## src/rtl/slmx_pkg.sv

```systemverilog
// Shared types, constants and helpers of the scrolling LED matrix scanner.
// Used by slmx_front, slmx_fifo, slmx_back and the top level; depends on nothing else.
`default_nettype none
package slmx_pkg;

  localparam int BUFFER_WIDTH   = 384;
  localparam int BUFFER_LINES   = 64;
  localparam int PANEL_ROWS     = 16;
  localparam int WORDS_PER_LINE = 12;
  localparam int PLANE_DEPTH    = BUFFER_LINES * WORDS_PER_LINE;
  localparam int ADDR_W         = 10;
  localparam int COL_W          = 9;
  localparam int LINE_W         = 6;
  localparam int WORD_IDX_W     = 4;
  localparam int ROW_W          = 4;
  localparam int PHASE_W        = 4;
  localparam int MOD_W          = 11;
  localparam int QUEUE_DEPTH    = 4;
  localparam int QPTR_W         = 2;

  typedef enum logic [1:0] {
    CMD_WRITE  = 2'd0,
    CMD_SCAN   = 2'd1,
    CMD_SCROLL = 2'd2,
    CMD_HOME   = 2'd3
  } cmd_t;

  typedef enum logic [1:0] {
    CFG_SCROLL_X     = 2'd0,
    CFG_SCROLL_Y     = 2'd1,
    CFG_SCROLL_WIDTH = 2'd2
  } cfg_index_t;

  typedef enum logic [2:0] {
    OP_NOP    = 3'd0,
    OP_WRITE  = 3'd1,
    OP_SCAN   = 3'd2,
    OP_SCROLL = 3'd3,
    OP_HOME   = 3'd4
  } op_kind_t;

  typedef struct packed {
    op_kind_t          kind;
    logic              plane;
    logic [ADDR_W-1:0] addr;
    logic [31:0]       data;
  } op_t;

  function automatic logic [ADDR_W-1:0] word_addr(input logic [LINE_W-1:0] ln,
                                                  input logic [WORD_IDX_W-1:0] w);
    logic [ADDR_W-1:0] l;
    l = ADDR_W'(ln);
    return (l << 3) + (l << 2) + ADDR_W'(w);
  endfunction

  function automatic logic [31:0] plane_pick(input logic [PHASE_W-1:0] ph,
                                             input logic [31:0] p0,
                                             input logic [31:0] p1);
    logic [31:0] r;
    case (ph)
      4'd0, 4'd3, 4'd6, 4'd9: r = p0;
      4'd1, 4'd5:             r = p1;
      default:                r = p0 & p1;
    endcase
    return r;
  endfunction

endpackage
`default_nettype wire

```

## src/rtl/slmx_front.sv

```systemverilog
// Input stage: accepts stream transfers, decodes the command and range-checks writes.
// Depends on slmx_pkg.
`default_nettype none
module slmx_front (
  input  wire logic           clk,
  input  wire logic           rst,
  input  wire logic           hold,
  input  wire logic           in_valid,
  output logic                in_ready,
  input  wire logic [1:0]     in_cmd,
  input  wire logic [47:0]    in_data,
  output logic                out_valid,
  input  wire logic           out_ready,
  output slmx_pkg::op_t       out_op
);

  slmx_pkg::op_t op_next;
  logic [slmx_pkg::LINE_W-1:0]     f_line;
  logic [slmx_pkg::WORD_IDX_W-1:0] f_word;

  assign f_line   = in_data[6:1];
  assign f_word   = in_data[10:7];
  assign in_ready = (!out_valid || out_ready) && !hold;

  always_comb begin
    op_next.plane = in_data[0];
    op_next.addr  = slmx_pkg::word_addr(f_line, f_word);
    op_next.data  = in_data[42:11];
    unique case (slmx_pkg::cmd_t'(in_cmd))
      slmx_pkg::CMD_WRITE: begin
        op_next.kind = (f_word < slmx_pkg::WORD_IDX_W'(slmx_pkg::WORDS_PER_LINE))
                       ? slmx_pkg::OP_WRITE : slmx_pkg::OP_NOP;
      end
      slmx_pkg::CMD_SCAN:   op_next.kind = slmx_pkg::OP_SCAN;
      slmx_pkg::CMD_SCROLL: op_next.kind = slmx_pkg::OP_SCROLL;
      slmx_pkg::CMD_HOME:   op_next.kind = slmx_pkg::OP_HOME;
      default:              op_next.kind = slmx_pkg::OP_NOP;
    endcase
  end

  always_ff @(posedge clk) begin
    if (rst) begin
      out_valid <= 1'b0;
    end else if (in_valid && in_ready) begin
      out_valid <= 1'b1;
    end else if (out_ready) begin
      out_valid <= 1'b0;
    end
    if (in_valid && in_ready) begin
      out_op <= op_next;
    end
  end

endmodule
`default_nettype wire

```

## config.mk

```make
export PLATFORM = sky130hd
export DESIGN_NAME = slmx_front
export DESIGN_NICKNAME = d
export VERILOG_FILES = /design/src/rtl/slmx_pkg.sv /design/src/rtl/slmx_front.sv
export SDC_FILE = /design/constraint.sdc
export NUM_CORES = 1
export LEC_CHECK = 0
export BUFFER_PORTS_ARGS = -buffer_cell sky130_fd_sc_hd__buf_2
export CAP_MARGIN = 20
export CORE_ASPECT_RATIO = 1.2
export CORE_MARGIN = 1
export CORE_UTILIZATION = 39
export CTS_CLUSTER_SIZE = 24
export DETAILED_ROUTE_END_ITERATION = 10
export GPL_ROUTABILITY_DRIVEN = 0
export GPL_TIMING_DRIVEN = 1
export PLACE_DENSITY = 0.73
export SYNTH_ARGS = -nofsm -noshare
export SYNTH_HDL_FRONTEND = slang
export SYNTH_SLANG_ARGS = --single-unit
```

## constraint.sdc

```tcl
create_clock -name clk -period 1.91 [get_ports clk]
set_input_delay 0.2865 -clock clk [delete_from_list [all_inputs] [get_ports clk]]
set_output_delay 0.2865 -clock clk [all_outputs]
set_load 0.01 [all_outputs]
```

# Yosys cells after proc, flatten, opt, wreduce, memory -nomap -nowiden
# Cells that the tools add are included.
# word_totals
word_cells	22
out_inout_bits	48
ff_bits	47
inputBits	55
# classes
n_lt_le_gt_ge	1
mux	4
reduce_logical	7
eq_ne	3
add_sub_neg	2
# ops
op	count
$pmux 3 s4	1
$add 10x4->10	1
$add 9x8->10	1
$eq 2x2->1 const B	2
$lt 4x4->1 const B	1
$mux 1	3
$eq 2x1->1 const B	1
$logic_and 1x1->1	2
$logic_not 1->1	2
$logic_not 2->1	1
$reduce_bool 2->1	1
$logic_or 1x1->1	1

# Longest topological paths before layout
# logic_depth
word_depth	5
depth_mapped	10
ltp_nobuf	10

# Worst setup path before layout
# No wires, ideal clock.
# synth_path
path_kind	register to register
from	register out_valid
to	register out_op[0] (netlist bit) (enable)
synth_period_minus_slack_ns	2.217
arrival_time_ns	1.809
n_path_buf	0
stages_incl_launch_ff	4
setup_slack_ns	-0.307
cell_sequence	dfxtp_1 nand2b_1 nor2b_1 and2_1
# synth_between
elab_chain_len	4
# synth_rtl
element	line_no	source
from (decl)	slmx_front.sv:12	output logic out_valid,
from (signal assigned)	slmx_front.sv:43	out_valid <= 1'b0;
from (signal assigned)	slmx_front.sv:45	out_valid <= 1'b1;
from (signal assigned)	slmx_front.sv:47	out_valid <= 1'b0;
$logic_not 1->1	slmx_front.sv:23	assign in_ready = (!out_valid || out_ready) && !hold;
$logic_or 1x1->1	slmx_front.sv:23	
$logic_and 1x1->1	slmx_front.sv:23	
via in_ready	slmx_front.sv:9	output logic in_ready,
$logic_and 1x1->1	slmx_front.sv:49	if (in_valid && in_ready) begin
to (signal assigned)	slmx_front.sv:50	out_op <= op_next;
to (decl)	slmx_front.sv:14	output slmx_pkg::op_t out_op
# The timed path passes the listed nets, and every way through them passes these cells.
# A chain may end at the register's enable or synchronous reset.

==> run metrics <==
FFs w/ async S/R, synth=0%; most common cell in the netlist=edfxtp_1; post-CTS setup repair buffer count=0; Yosys reg bits=between 40 and 50; die area=0.004950 mm2; starting density of the core=41.79%; Tot GR Track Use=around 14%; uppermost routed layer=met4; DRT iter0 DRCs=101; maxcap violations=0; setup TNS=0 ps; drt via density=4.420; Slew Viols, Final=0; num rows=26; CP Launch Type=input port; CTS max path bufs=2; Top Family by Delay on Critical Path=adder cells; CTS tree=built; IO Pins=103; Crit Path Class=in2reg; Resized cells post-CTS=0; top fanout value on the critical path=2; Nets=279; largest family of logic cells by synthesized area=adder cells; unrepaired setup endpoints after global routing=no; Fin Clk Skew=3.993 ps; clk slew on worst S/H paths=80 ps; Critical Path AT=1880 ps; Yosys Warn Count=0; Slowest cell on crit path=fa_1; Post-Syn Area=0.001822 mm2; status=completed; share of cells above drive strength 1=56.73%; WL met2=1615 um; WL per Instance=between 10 and 15 um; Antenna Nets Post-Route=0; Hold Path Class=in2reg; met3 routed WL=392 um; top cells by area, synth=edfxtp_1 (76%), ha_1 (10%), inv_1 (2.5%), fa_1 (2.2%), xnor2_1 (1.4%); Post-Synth XOR/XNOR Area=1.923%; Num CTS Buffers=5; DRT met1 WL=about 1200 um; final antenna diode count=0; largest net degree at the start of global routing=31; EDFF count, synth=46; clk sinks=47; worst-margin pin slew=352.4 ps; CP required=1960 ps; Finished Layout Cells=264; Fin. Hold Viols=0; clock latency on the worst-skew pair=290 ps; VDD IR max=0.3566 mV; vias post-DR=1167; DP HPWL=2634 um; first-pass GRT wire length=5050 um; pwr/cell area=812.0 mW/mm2; Hold-fix buffers, CTS=0; H-tree depth=2; Compound-Gate Fraction of Synth Area=3.915%; max incr delay on CP=around 460 ps; DRC Markers=0; clock root cell=clkbuf_8; Synthesized Nets=169; normalized max-slew margin=around 77%; placed insts=256; mux cell area share after synthesis=0%; vias in the first global route=1116; die width=64.39 um; Core Util, Final=57.72%; drt first pass iters=4; static leakage=0.001141 uW; Primary FF master, synth=edfxtp_1; initial antenna violation count=0; Critical Path Sink Type=flip-flop; adder-cell share of the synthesized area=12.50%; post-layout min period=1826 ps; setup violators final=0; Layout Area Growth over Synthesis=38.12%; total grt overflow=0; floorplan core area=0.004359 mm2; Final period util=95.63%; max frequency=about 550 MHz; sequential fraction of the synthesis area=76.92%; Post-Synthesis Cells=97; CP cell instances=buf_2 -> inv_4 -> fa_1 -> inv_1 -> ha_2 -> inv_2 -> fa_2 -> nor2b_1 -> o21ai_1 -> nand2b_1 -> xor2_1; Mapped Avg Cell Area=18.78 um2; drt total wl=between 3000 and 4000 um; Synth area leader=edfxtp_1; IO buf count=97; Die Ht=76.87 um; Post-synth top cells=edfxtp_1 (46), ha_1 (15), inv_1 (12); post-synth top area share=75.82%; Simple-Gate Fraction of Synth Area=2.266%; Worst Path Buf+Inv=4; Netlist cell types=19
[power breakdown]
group | internal [uW] | total (uW) | leakage, uW | switching, uW
Clock | 256 | 563 | 0.0000412 | 307
Sequential | 1200 | 1210 | 0.000439 | 10.7
Combinational | 132 | 270 | 0.000660 | 138
[metal layers]
layer  up-vias  track usage (%)
li1        570                -
met1       520            13.47
met2        72            25.05
met3         5            6.994
met4         0            6.667
met5         -                0
[cell families after synthesis]
logic type               Yosys count
flip-flops                        47
adder cells (fa/ha/maj)           17
buffers and inverters             12
AO/OA/AOI/OAI                     10
AND/OR/NAND/NOR                    7
XOR/XNOR                           4
[through the flow]
| step | total power, uW | area, um2 | setup slack [ps] | hold slack (ps) |
|---|---|---|---|---|
| 2_1_floorplan | 1378 | 1831 | -45.88 | 355.6 |
| 6_report | 2043 | 2516 | 83.54 | 138.7 |
| 4_1_cts | 2072 | 2516 | 64.06 | 131.0 |
| 3_3_place_gp | 1501 | 2431 | -202.1 | 443.2 |
| 5_1_grt | 2157 | 2516 | 33.54 | 130.0 |
| 3_5_place_dp | 1510 | 2431 | -260.8 | 446.6 |
[registers in the layout, summed over array words and instances (netlist names)]
| name | count |
|---|---|
| out_valid | 1 |
| out_op | 46 |
[area by class of cell]
cell class / instances / area [um2]
flip-flops and latches: 47 / 1401
clock buffers: 6 / 72.57
well taps: 56 / 70.07
multi-input cells: 38 / 381.6
clock inverters: 2 / 12.51
fillers: 371 / 1843
inverters: 12 / 47.55
repair buffers: 103 / 530.5
[cell usage in the layout, fill, tap and decap left out, types with 2 or more instances in the layout]
| cell type | n |
|---|---|
| buf_4 | 6 |
| nand2b_1 | 3 |
| edfxtp_1 | 46 |
| xnor2_1 | 3 |
| clkbuf_8 | 5 |
| inv_1 | 10 |
| ha_1 | 14 |
| a21oi_1 | 2 |
| nor2b_1 | 2 |
| buf_2 | 97 |
[final timing paths]
kind	depth (start not counted)	from	endpoint	slack, ps
setup / recovery	11	in_data[1]	out_op[39]$_DFFE_PP_	80
hold / removal	2	rst	out_valid$_SDFFE_PP0P_	140
setup reg to reg	4	out_valid$_SDFFE_PP0P_	out_op[22]$_DFFE_PP_	500
hold reg to reg	2	out_valid$_SDFFE_PP0P_	out_valid$_SDFFE_PP0P_	510
Power figures use the tool's default switching activity.
