[config.mk]
export PLATFORM = sky130hd
export DESIGN_NAME = slmx_fifo
export DESIGN_NICKNAME = d
export VERILOG_FILES = /design/src/rtl/slmx_pkg.sv /design/src/rtl/slmx_fifo.sv
export SDC_FILE = /design/constraint.sdc
export NUM_CORES = 1
export LEC_CHECK = 0
export BUFFER_PORTS_ARGS = -buffer_cell sky130_fd_sc_hd__buf_4
export CAP_MARGIN = 40
export CORE_UTILIZATION = 45
export DETAILED_ROUTE_END_ITERATION = 7
export HOLD_SLACK_MARGIN = 0.02
export PLACE_DENSITY_LB_ADDON = 0.2
export SYNTH_ARGS = -nofsm -noshare
export SYNTH_HDL_FRONTEND = slang
export SYNTH_SLANG_ARGS = --single-unit
[constraint.sdc]
create_clock -name clk -period 2.7 [get_ports clk]
set_clock_uncertainty 0.15 [all_clocks]
set_input_delay 0.27 -clock clk [delete_from_list [all_inputs] [get_ports clk]]
set_output_delay 0.27 -clock clk [all_outputs]
set_load 0.01 [all_outputs]
[src/rtl/slmx_pkg.sv]
// Shared types, constants and helpers of the scrolling LED matrix scanner.
// Used by slmx_front, slmx_fifo, slmx_back and the top level; depends on nothing else.
`default_nettype none
package slmx_pkg;

  localparam int BUFFER_WIDTH   = 384;
  localparam int BUFFER_LINES   = 64;
  localparam int PANEL_ROWS     = 16;
  localparam int WORDS_PER_LINE = 12;
  localparam int PLANE_DEPTH    = BUFFER_LINES * WORDS_PER_LINE;
  localparam int ADDR_W         = 10;
  localparam int COL_W          = 9;
  localparam int LINE_W         = 6;
  localparam int WORD_IDX_W     = 4;
  localparam int ROW_W          = 4;
  localparam int PHASE_W        = 4;
  localparam int MOD_W          = 11;
  localparam int QUEUE_DEPTH    = 4;
  localparam int QPTR_W         = 2;

  typedef enum logic [1:0] {
    CMD_WRITE  = 2'd0,
    CMD_SCAN   = 2'd1,
    CMD_SCROLL = 2'd2,
    CMD_HOME   = 2'd3
  } cmd_t;

  typedef enum logic [1:0] {
    CFG_SCROLL_X     = 2'd0,
    CFG_SCROLL_Y     = 2'd1,
    CFG_SCROLL_WIDTH = 2'd2
  } cfg_index_t;

  typedef enum logic [2:0] {
    OP_NOP    = 3'd0,
    OP_WRITE  = 3'd1,
    OP_SCAN   = 3'd2,
    OP_SCROLL = 3'd3,
    OP_HOME   = 3'd4
  } op_kind_t;

  typedef struct packed {
    op_kind_t          kind;
    logic              plane;
    logic [ADDR_W-1:0] addr;
    logic [31:0]       data;
  } op_t;

  function automatic logic [ADDR_W-1:0] word_addr(input logic [LINE_W-1:0] ln,
                                                  input logic [WORD_IDX_W-1:0] w);
    logic [ADDR_W-1:0] l;
    l = ADDR_W'(ln);
    return (l << 3) + (l << 2) + ADDR_W'(w);
  endfunction

  function automatic logic [31:0] plane_pick(input logic [PHASE_W-1:0] ph,
                                             input logic [31:0] p0,
                                             input logic [31:0] p1);
    logic [31:0] r;
    case (ph)
      4'd0, 4'd3, 4'd6, 4'd9: r = p0;
      4'd1, 4'd5:             r = p1;
      default:                r = p0 & p1;
    endcase
    return r;
  endfunction

endpackage
`default_nettype wire

[src/rtl/slmx_fifo.sv]
// Short command queue between the input stage and the execution stage.
// Depends on slmx_pkg.
`default_nettype none
module slmx_fifo (
  input  wire logic     clk,
  input  wire logic     rst,
  input  wire logic     in_valid,
  output logic          in_ready,
  input  slmx_pkg::op_t in_op,
  output logic          out_valid,
  input  wire logic     out_ready,
  output slmx_pkg::op_t out_op
);

  slmx_pkg::op_t                 slots [slmx_pkg::QUEUE_DEPTH];
  logic [slmx_pkg::QPTR_W-1:0]   wptr;
  logic [slmx_pkg::QPTR_W-1:0]   rptr;
  logic [slmx_pkg::QPTR_W:0]     count;
  logic                          push;
  logic                          pop;

  assign in_ready  = count != (slmx_pkg::QPTR_W + 1)'(slmx_pkg::QUEUE_DEPTH);
  assign out_valid = count != '0;
  assign out_op    = slots[rptr];
  assign push      = in_valid && in_ready;
  assign pop       = out_valid && out_ready;

  always_ff @(posedge clk) begin
    if (rst) begin
      wptr  <= '0;
      rptr  <= '0;
      count <= '0;
    end else begin
      if (push) begin
        wptr <= wptr + 1'b1;
      end
      if (pop) begin
        rptr <= rptr + 1'b1;
      end
      if (push && !pop) begin
        count <= count + 1'b1;
      end else if (pop && !push) begin
        count <= count - 1'b1;
      end
    end
    if (push) begin
      slots[wptr] <= in_op;
    end
  end

endmodule
`default_nettype wire

; Word level (Yosys, flattened, before mapping)
; Memory sizes are Yosys's and may differ from the RTL's. A register that Yosys moved wholly into a read port is not among the register bits.
; Cells that the tools add are included.
; W data, S select, Z words.
[word_totals]
reg_bits = 7
latchBits = 0
mem_bits_rw = 184
mem_bits_ro = 0
in_bits = 50
output_inout_bits = 48
memories = 1
[classes]
addsub = 4
mul = 0
div_mod_pow = 0
order_cmp = 0
n_eq_ne = 1
n_shift = 0
n_mux = 6
bitwise = 0
reduce_logical = 8
[mem_list]
columns = memory, depth, width, read_ports, rd_clocked_by_memory_dff, wr, line
row1 = slots, 4, 46, 1, 1, 1, slmx_fifo.sv:15  ; slmx_pkg::op_t slots [slmx_pkg::QUEUE_DEPTH];
[op_table]
columns = operator, count
row1 = $mux W3, 2
row2 = $add A2 B1 Y2 const B, 2
row3 = $logic_and A1 B1 Y1, 4
row4 = $mux W2, 2
row5 = $add A3 B1 Y3 const B, 1
row6 = $ne A3 B3 Y1 const B, 1
row7 = $reduce_bool A3 Y1, 1
row8 = $sub A3 B1 Y3 const B, 1
row9 = $logic_not A1 Y1, 2
row10 = $mux W1, 2
row11 = $reduce_bool A2 Y1, 1

; Longest topological paths before layout
; Gate-level depths: netlist of the first run.
[depth]
ltp_word = 6
mapped_depth = 8
depth_no_buf = 8

; Worst setup path before layout of the first run
; OpenSTA, ideal clock, no wires.
[synth_path]
kind = register to register
startpoint = register count[0] in the netlist's numbering
endpoint = memory slots[0][0] in the netlist's numbering, enable pin
arrival_ns = 1.907
required_time_ns = 2.142
setup_slack_ns = 0.235
path_stages_with_launch = 4
synth_period_minus_slack_ns = 2.465
cell_sequence = dfxtp_1 nor2_1 a21boi_2 and2_1
[synth_between]
elab_chain_len = 4
[synth_lines]
columns = element, line
row1 = from (decl), slmx_fifo.sv:18  ; logic [slmx_pkg::QPTR_W:0] count;
row2 = from (signal assigned), slmx_fifo.sv:41  ; count <= count + 1'b1;
row3 = from (signal assigned), slmx_fifo.sv:43  ; count <= count - 1'b1;
row4 = $ne A3 B3 Y1, slmx_fifo.sv:22  ; assign in_ready = count != (slmx_pkg::QPTR_W + 1)'(slmx_pkg::QUEUE_DEPTH);
row5 = $logic_and A1 B1 Y1, slmx_fifo.sv:25  ; assign push = in_valid && in_ready;
row6 = named net push, slmx_fifo.sv:19  ; logic push;
row7 = $mux W1, slmx_fifo.sv:46  ; if (push) begin
row8 = $mux W1 (implied by the code), slmx_fifo.sv:47  ; slots[wptr] <= in_op;
row9 = to (decl), slmx_fifo.sv:15
; The timed path passes the listed nets, and every way through them passes these cells.

==> results.rst, run 1 <==
.. list-table::
   :header-rows: 1

   * - Metric
     - Value
   * - Share of post-route cells with drive strength above 1
     - 0.394
   * - Wirelength per Cell
     - 18.8 um
   * - Number of warnings reported in the yosys synthesis log
     - 0
   * - Die span in x
     - 128 um
   * - Count of pins over their slew limit
     - 0
   * - Die outline height
     - 128 um
   * - HP Class
     - in -> reg
   * - DRC violations left
     - 0
   * - Post-detail-place hpwl
     - 7450 um
   * - Top cell types by occurrence after synthesis
     - sky130_fd_sc_hd__edfxtp_1 (184), sky130_fd_sc_hd__mux4_2 (40), sky130_fd_sc_hd__dfxtp_1 (9), sky130_fd_sc_hd__nor2_1 (8), sky130_fd_sc_hd__mux4_1 (6)
   * - Clock latency of the later-clocked register in the worst-skew pair
     - 0.42 ns
   * - Number of hold-slack violations in the final timing report
     - 0
   * - Port bufs
     - 97
   * - Number of synthesized flops with an enable pin
     - 184
   * - Total of max-cap violations
     - 0
   * - Crit path time final
     - 2.46 ns
   * - Clk root buf
     - sky130_fd_sc_hd__clkbuf_16
   * - Post-synthesis instance area
     - 7170 um2
   * - Largest fanout of any net on the critical path
     - 23
   * - Cells on worst reg2reg path
     - 8
   * - Lkg Pwr
     - 3.16 nW
   * - Net total in the final layout
     - 507
   * - Vias after detailed routing
     - 3,379
   * - Average vias per placed instance
     - 5.01
   * - Final setup viols
     - 0
   * - Overall fraction of global-route tracks in use
     - 0.165
   * - DP Worst Slack
     - 0.261 ns
   * - Clock input transition at the sequential cells of the worst setup and hold paths
     - 0.06 ns
   * - Most used DFF post-synth
     - sky130_fd_sc_hd__edfxtp_1
   * - Period utilization
     - 0.911
   * - Number of library cell types mapped by synthesis
     - 25
   * - Pin count of the biggest net entering global routing
     - 47
   * - Critical Path End Type
     - primary output
   * - Proportion of register bits with asynchronous set or reset after synthesis
     - 0
   * - CTS Buffer Depth
     - 2
   * - Clock sink total
     - 193
   * - RSZ-0062 raised after global routing
     - no
   * - 1st-iter DRT viols
     - 194
   * - Highest achievable clock rate
     - 406 MHz
   * - Start-to-end type of the worst setup path
     - reg -> out
   * - Fraction of the yosys area taken by sequential cells
     - 0.796
   * - Most numerous cell in the Yosys netlist
     - sky130_fd_sc_hd__edfxtp_1
   * - I/O pin count
     - 98
   * - Total congestion overflow
     - 0
   * - CTS tree
     - built
   * - Status
     - finished clean
   * - Wire length of the first global-routing pass
     - 19,100 um
   * - Row cnt
     - 45
   * - Router iterations before antenna repair
     - 4
   * - Data arrival, critical path
     - 2.04 ns
   * - Total Routed Length
     - 12,700 um
   * - H-Tree Level Count
     - 4
   * - Number of diodes added for antenna fixing
     - 0
   * - Nets in the synthesized netlist
     - 344
   * - Number of instances in the synthesized netlist
     - 288
   * - Relative max-transition margin
     - 0.682
   * - Initial antenna violation count
     - 0
   * - Post-synth top area share
     - 0.771
   * - Routability-driven placement congestion ratio
     - 0.675
   * - Actual transition at the worst max-transition pin
     - 0.478 ns
   * - Setup TNS
     - 0 ns
   * - Launching element type of the critical path
     - flop
   * - Final core occ
     - 0.597
   * - Worst path required time
     - 2.28 ns
   * - Largest vdd supply drop
     - 0.462 mV
   * - Final WS setup
     - 0.240 ns
   * - Cells taking the most area after synthesis
     - sky130_fd_sc_hd__edfxtp_1 (77%), sky130_fd_sc_hd__mux4_2 (13%), sky130_fd_sc_hd__dfxtp_1 (2.5%)
   * - Mapped Avg Cell Area
     - 24.9 um2
   * - Post-CTS setup repair buffer count
     - 0
   * - Number of register bits inferred by synthesis
     - 193
   * - Synth-to-Final Area Change
     - 28.1%
   * - Number of clock buffers inserted by TritonCTS
     - 17
   * - Effective utilization at floorplan
     - 0.466
   * - Cell accounting for the most synthesized area
     - sky130_fd_sc_hd__edfxtp_1
   * - PD cells
     - 884 nW/um2
   * - DIE AREA
     - 16,400 um2
   * - Count of antenna-violating nets left after detailed routing
     - 0
   * - Area inside the core boundary
     - 15,400 um2
   * - Number of global-route vias before repair
     - 3,596
   * - Number of cells on the worst hold path
     - 4
[flip-flops by register name, indices dropped and copies added, names as in the netlist, named ones only]
signal and count:
slots 184, rptr 2, wptr 2, count 3
[cells by family (layout without fill, tap and decap cells)]
group | after synthesis | in the layout | share of synthesized area
flip-flops | 193 | 193 | 0.796
multiplexers | 49 | 49 | 0.152
AND/OR/NAND/NOR | 17 | 17 | 0.0117
buffers and inverters | 14 | 190 | 0.0183
adder cells (fa/ha/maj) | 6 | 6 | 0.0115
AO/OA/AOI/OAI | 5 | 5 | 0.00524
XOR/XNOR | 4 | 4 | 0.00489
[through the flow]
| stage | power (W) | std cells | hold slack (ns) | instance area, um2 |
|---|---|---|---|---|
| 2_1_floorplan | 0.00510 | 288 | 0.219 | 7170 |
| 3_3_place_gp | 0.00589 | 596 | 0.319 | 8180 |
| 3_5_place_dp | 0.00593 | 596 | 0.323 | 8180 |
| 4_1_cts | 0.00824 | 675 | 0.107 | 9180 |
| 5_1_grt | 0.00848 | 675 | 0.137 | 9180 |
| 6_report | 0.00812 | 675 | 0.123 | 9180 |
[worst paths after layout]
kind / endpoint / slack [ns] / startpoint
worst max-delay path: out_op[42] / 0.24 / flop
worst min register to register: wptr[1] / 0.37 / wptr[1]
worst max register to register: count[2] / 0.28 / count[0]
worst min-delay path: rptr[0] / 0.12 / out_ready
[worst max-delay path, stage by stage, from the launching register on]
cell and delay, ns:
sky130_fd_sc_hd__dfxtp_4 0.54, sky130_fd_sc_hd__buf_12 0.27, sky130_fd_sc_hd__mux4_1 0.63, sky130_fd_sc_hd__buf_4 0.17
[where the power goes]
part	internal [W]	total, W	leakage, nW	switching [W]
sequential	0.00364	0.00379	1.76	0.000151
combinational	0.00115	0.00208	1.13	0.000927
clock	0.00125	0.00225	0.267	0.000995
[area by class of cell]
cell class | count | area (um2)
Sequential cell | 193 | 5710
Clock inverter | 13 | 93.8
Multi-Input combinational cell | 81 | 1330
Fill cell | 1117 | 6190
Tap cell | 211 | 264
Clock buffer | 19 | 433
Inverter | 3 | 11.3
Timing Repair Buffer | 155 | 1330
[cell usage in the layout (no fill, tap or decap), types with 3 or more instances in the layout]
cell / n
sky130_fd_sc_hd__clkbuf_16: 17
sky130_fd_sc_hd__ha_1: 5
sky130_fd_sc_hd__clkinv_2: 7
sky130_fd_sc_hd__mux4_1: 6
sky130_fd_sc_hd__clkinv_1: 3
sky130_fd_sc_hd__dlygate4sd3_1: 47
sky130_fd_sc_hd__mux4_2: 40
sky130_fd_sc_hd__nor2_1: 8
sky130_fd_sc_hd__edfxtp_1: 184
sky130_fd_sc_hd__dfxtp_1: 7
sky130_fd_sc_hd__inv_1: 3
sky130_fd_sc_hd__buf_4: 104
sky130_fd_sc_hd__buf_12: 4
sky130_fd_sc_hd__xor2_1: 4
sky130_fd_sc_hd__and2_2: 4
[metal layers]
| metal | global-route usage | share of wire | vias to the layer above |
|---|---|---|---|
| li1 | - | - | 1544 |
| met1 | 0.201 | 0.43 | 1746 |
| met2 | 0.277 | 0.52 | 72 |
| met3 | 0.0497 | 0.037 | 17 |
| met4 | 0.0623 | 0.013 | 0 |
| met5 | 0 | 0 | - |
[timing repair]
| action | in CTS | in global routing |
|---|---|---|
| hold buffers | 47 | 0 |
| endpoints found under the hold margin | 191 | 0 |
| resized for setup | 0 | 0 |
Power figures use the tool's default switching activity.
==> run 2, diff against run 1 <==
ABC_AREA = 1   (was not set)
ABC_CLOCK_PERIOD_IN_PS = 2700   (was not set)
==> run 2 against run 1 <==
Effect of this change:
- utilization shrank 0.69 points
- setup slack got worse by 0.071 ns
- total power increased by 4.3%
- critical path depth is 2 higher
- combinational power up 11%
- synthesized area rose by 2.7%
- sequential power down 1%
- via count rose by 36%
- register-to-register slack better by 0.10 ns
- highest routed layer unchanged
==> results.rst, run 2 <==
.. list-table::
   :header-rows: 1

   * - Metric
     - Value
   * - PD cells
     - 900 nW/um2 (+1.7%)
   * - Number of global-route vias before repair
     - 4,525 (+26%)
   * - Number of clock buffers inserted by TritonCTS
     - 17 (unchanged)
   * - Final setup viols
     - 0 (unchanged)
   * - Top cell types by occurrence after synthesis
     - sky130_fd_sc_hd__edfxtp_1 (184), sky130_fd_sc_hd__nor2_1 (100), sky130_fd_sc_hd__o21ai_0 (59), sky130_fd_sc_hd__o22ai_1 (40), sky130_fd_sc_hd__o21ai_1 (34)
   * - Highest-count cells in the layout ignoring fill and taps
     - sky130_fd_sc_hd__edfxtp_1 (184), sky130_fd_sc_hd__buf_4 (112), sky130_fd_sc_hd__nor2_1 (96), sky130_fd_sc_hd__o21ai_0 (59), sky130_fd_sc_hd__dlygate4sd3_1 (50)
   * - Number of hold-slack violations in the final timing report
     - 0 (unchanged)
   * - Start-to-end type of the worst setup path
     - reg -> out
   * - Post-detail-place hpwl
     - 8760 um (+18%)
   * - Vias after detailed routing
     - 4,596 (+36%)
   * - Most numerous cell in the Yosys netlist
     - sky130_fd_sc_hd__edfxtp_1
   * - Critical Path End Type
     - primary output
   * - DP Worst Slack
     - 0.398 ns (+0.137 ns)
   * - Clock input transition at the sequential cells of the worst setup and hold paths
     - 0.07 ns (about the same)
   * - Register bank with the most flops
     - slots
   * - Cell-by-cell listing of the critical path
     - clkinv_2 -> buf_4 -> o21ai_0 -> o22ai_1 -> buf_4
   * - Met3 global-route usage
     - 0.0586 (+0.00896)
   * - Pin count of the biggest net entering global routing
     - 93 (+98%)
   * - Highest achievable clock rate
     - 395 MHz (-2.8%)
   * - CTS tree
     - built
   * - Clock latency of the later-clocked register in the worst-skew pair
     - 0.42 ns (about the same)
   * - Share of post-route cells with drive strength above 1
     - 0.244 (-0.150)
   * - Final-layout fill cell count
     - 1,279 (+15%)
   * - Number of library cell types mapped by synthesis
     - 21 (-16%)
   * - Initial antenna violation count
     - 0 (unchanged)
   * - Count of pins over their slew limit
     - 0 (unchanged)
   * - Fraction of synthesized area in multiplexers
     - 0 (-0.152)
   * - Net total in the final layout
     - 723 (+43%)
   * - DIE AREA
     - 16,900 um2 (+2.6%)
   * - Most used DFF post-synth
     - sky130_fd_sc_hd__edfxtp_1
   * - Number of flip-flops under the largest register name
     - 184 (unchanged)
   * - Crit path time final
     - 2.53 ns (+0.0709 ns)
   * - Wire length of the first global-routing pass
     - 23,300 um (+22%)
   * - Cells taking the most area after synthesis
     - sky130_fd_sc_hd__edfxtp_1 (75%), sky130_fd_sc_hd__nor2_1 (5.1%), sky130_fd_sc_hd__o21ai_0 (4.0%)
   * - Global-route track usage on met1
     - 0.228 (+0.0267)
   * - Launching element type of the critical path
     - flop
   * - Row cnt
     - 46 (+2.2%)
   * - Main combinational cell family by area after synthesis
     - compound AO/OA/AOI/OAI gates
   * - Total of max-cap violations
     - 0 (unchanged)
   * - Final WS setup
     - 0.169 ns (-0.0709 ns)
   * - Met2 GRT Util
     - 0.326 (+0.0489)
   * - Launch instance of the worst register-to-register path
     - count[0]
   * - Crit path top cell by count
     - sky130_fd_sc_hd__buf_4
   * - Number of synthesized flops with an enable pin
     - 184 (unchanged)
   * - Actual transition at the worst max-transition pin
     - 0.654 ns (+0.177 ns)
   * - XOR/XNOR share of the synthesized area
     - 0.00119 (-0.00370)
   * - Total Routed Length
     - 15,300 um (+21%)
   * - Status
     - finished clean
   * - Mapped Avg Cell Area
     - 14.3 um2 (-42%)
   * - Cell with the largest stage delay on the worst path
     - sky130_fd_sc_hd__clkinv_2
   * - Post-CTS setup repair buffer count
     - 0 (unchanged)
   * - Wirelength per Cell
     - 17.1 um (-8.8%)
   * - Lkg Pwr
     - 3.37 nW (+6.6%)
   * - Top Usage Layer GRT
     - met2
   * - RSZ-0062 raised after global routing
     - no
   * - Period utilization
     - 0.938 (+0.0263)
   * - Port bufs
     - 97 (unchanged)
   * - Synthesized-area fraction occupied by adder cells
     - 0.0112 (-0.000298)
   * - Proportion of register bits with asynchronous set or reset after synthesis
     - 0 (unchanged)
   * - DRC violations left
     - 0 (unchanged)
   * - Leading cell type in the layout, fill and taps excluded
     - sky130_fd_sc_hd__edfxtp_1
   * - CTS Buffer Depth
     - 2 (unchanged)
   * - H-Tree Level Count
     - 4 (unchanged)
   * - Number of diodes added for antenna fixing
     - 0 (unchanged)
   * - Fraction of the mapped netlist area in compound gates
     - 0.110 (+0.104)
   * - Clk root buf
     - sky130_fd_sc_hd__clkbuf_16
   * - Count of antenna-violating nets left after detailed routing
     - 0 (unchanged)
   * - Overall fraction of global-route tracks in use
     - 0.191 (+0.0258)
   * - Worst path required time
     - 2.28 ns (about the same)
   * - I/O pin count
     - 98 (unchanged)
   * - Post-synth top area share
     - 0.751 (-0.0199)
   * - Largest fanout of any net on the critical path
     - 37 (+61%)
   * - Fraction of the yosys area taken by sequential cells
     - 0.776 (-0.0206)
   * - Registers with the most flip-flops
     - slots (184), count (3)
   * - Slowest cell delay on critical path
     - 0.47 ns (-0.16 ns)
   * - Relative max-transition margin
     - 0.564 (-0.118)
   * - Final core occ
     - 0.590 (-0.00690)
   * - 1st-iter DRT viols
     - 288 (+48%)
   * - Router iterations before antenna repair
     - 4 (unchanged)
   * - Clock sink total
     - 193 (unchanged)
   * - Min-Delay Startpoint
     - rptr[1]
   * - Routability-driven placement congestion ratio
     - 0.766 (+14%)
   * - HP Class
     - reg -> reg
   * - Die outline height
     - 130 um (+1.3%)
   * - Area inside the core boundary
     - 15,900 um2 (+3.7%)
   * - Number of warnings reported in the yosys synthesis log
     - 0 (unchanged)
   * - Final design area excluding fillers
     - 9410 um2 (+2.5%)
   * - Synth-to-Final Area Change
     - 27.9%
   * - Nets in the synthesized netlist
     - 569 (+65%)
   * - Effective utilization at floorplan
     - 0.461 (-0.00479)
   * - Number of register bits inferred by synthesis
     - 193 (unchanged)
   * - Number of instances in the synthesized netlist
     - 513 (+78%)
   * - Cell accounting for the most synthesized area
     - sky130_fd_sc_hd__edfxtp_1
   * - Standard cell area after detailed placement
     - 8330 um2 (+1.9%)
   * - Total congestion overflow
     - 0 (unchanged)
   * - Post-synthesis instance area
     - 7360 um2 (+2.7%)
   * - Final worst hold slack
     - 0.348 ns (+0.225 ns)
   * - Data arrival, critical path
     - 2.11 ns (+0.07 ns)
   * - Average vias per placed instance
     - 5.13 (+2.5%)
   * - Largest vdd supply drop
     - 0.558 mV (+21%)
   * - Simple logic cell fraction of the synthesized area
     - 0.0675 (+0.0558)
   * - Die span in x
     - 130 um (+1.3%)
[run 2: repair_timing]
action,in CTS,in global routing
setup endpoints to repair,0,4
hold buffers,50,0
endpoints found under the hold margin,192,0
gates resized for setup,0,1
[run 2: per-stage QoR]
step           std cells  total power, W  setup TNS, ns
2_1_floorplan        513         0.00509        -106.43
3_3_place_gp         814         0.00599              0
3_5_place_dp         814         0.00606              0
4_1_cts              896         0.00854              0
5_1_grt              896         0.00890              0
6_report             896         0.00846              0
[run 2: worst paths after layout]
| kind | slack [ns] | depth (start not counted) | to |
|---|---|---|---|
| setup / recovery | 0.17 | 5 | out_op[35] |
| setup reg to reg | 0.38 | 9 | count[1] |
| hold reg to reg | 0.35 | 2 | flop |
| hold / removal | 0.35 | 2 | flop |
[run 2: layout make-up]
class	instances	area (um2)	share of cell area
inverters	16	61.3	0.00652
multi-input cells	275	1420	0.151
clock buffers	17	425	0.0452
flip-flops and latches	193	5710	0.607
clock inverters	15	148	0.0157
well taps	216	270	0.0287
repair buffers	164	1370	0.146
[run 2: critical path: cells and delay by family (launching register included)]
kind	cells	cell delay [ns]
flip-flops	1	0.34
buffers and inverters	3	1.02
AO/OA/AOI/OAI	2	0.32
[run 2: power by group]
part | switching [W] | internal, W
registers | 0.000107 | 0.00364
clock network | 0.00112 | 0.00130
logic | 0.00135 | 0.000946
total | 0.00258 | 0.00588
[run 2: cells by family after synthesis]
family	Yosys count
XOR/XNOR	1
adder cells (fa/ha/maj)	6
AND/OR/NAND/NOR	126
buffers and inverters	45
AO/OA/AOI/OAI	142
flip-flops	193
[run 2: routing by layer]
metal,vias to the layer above,share of wire
met3,11,0.052
li1,2212,-
met1,2265,0.43
met4,0,0.0094
met5,-,0
met2,108,0.51
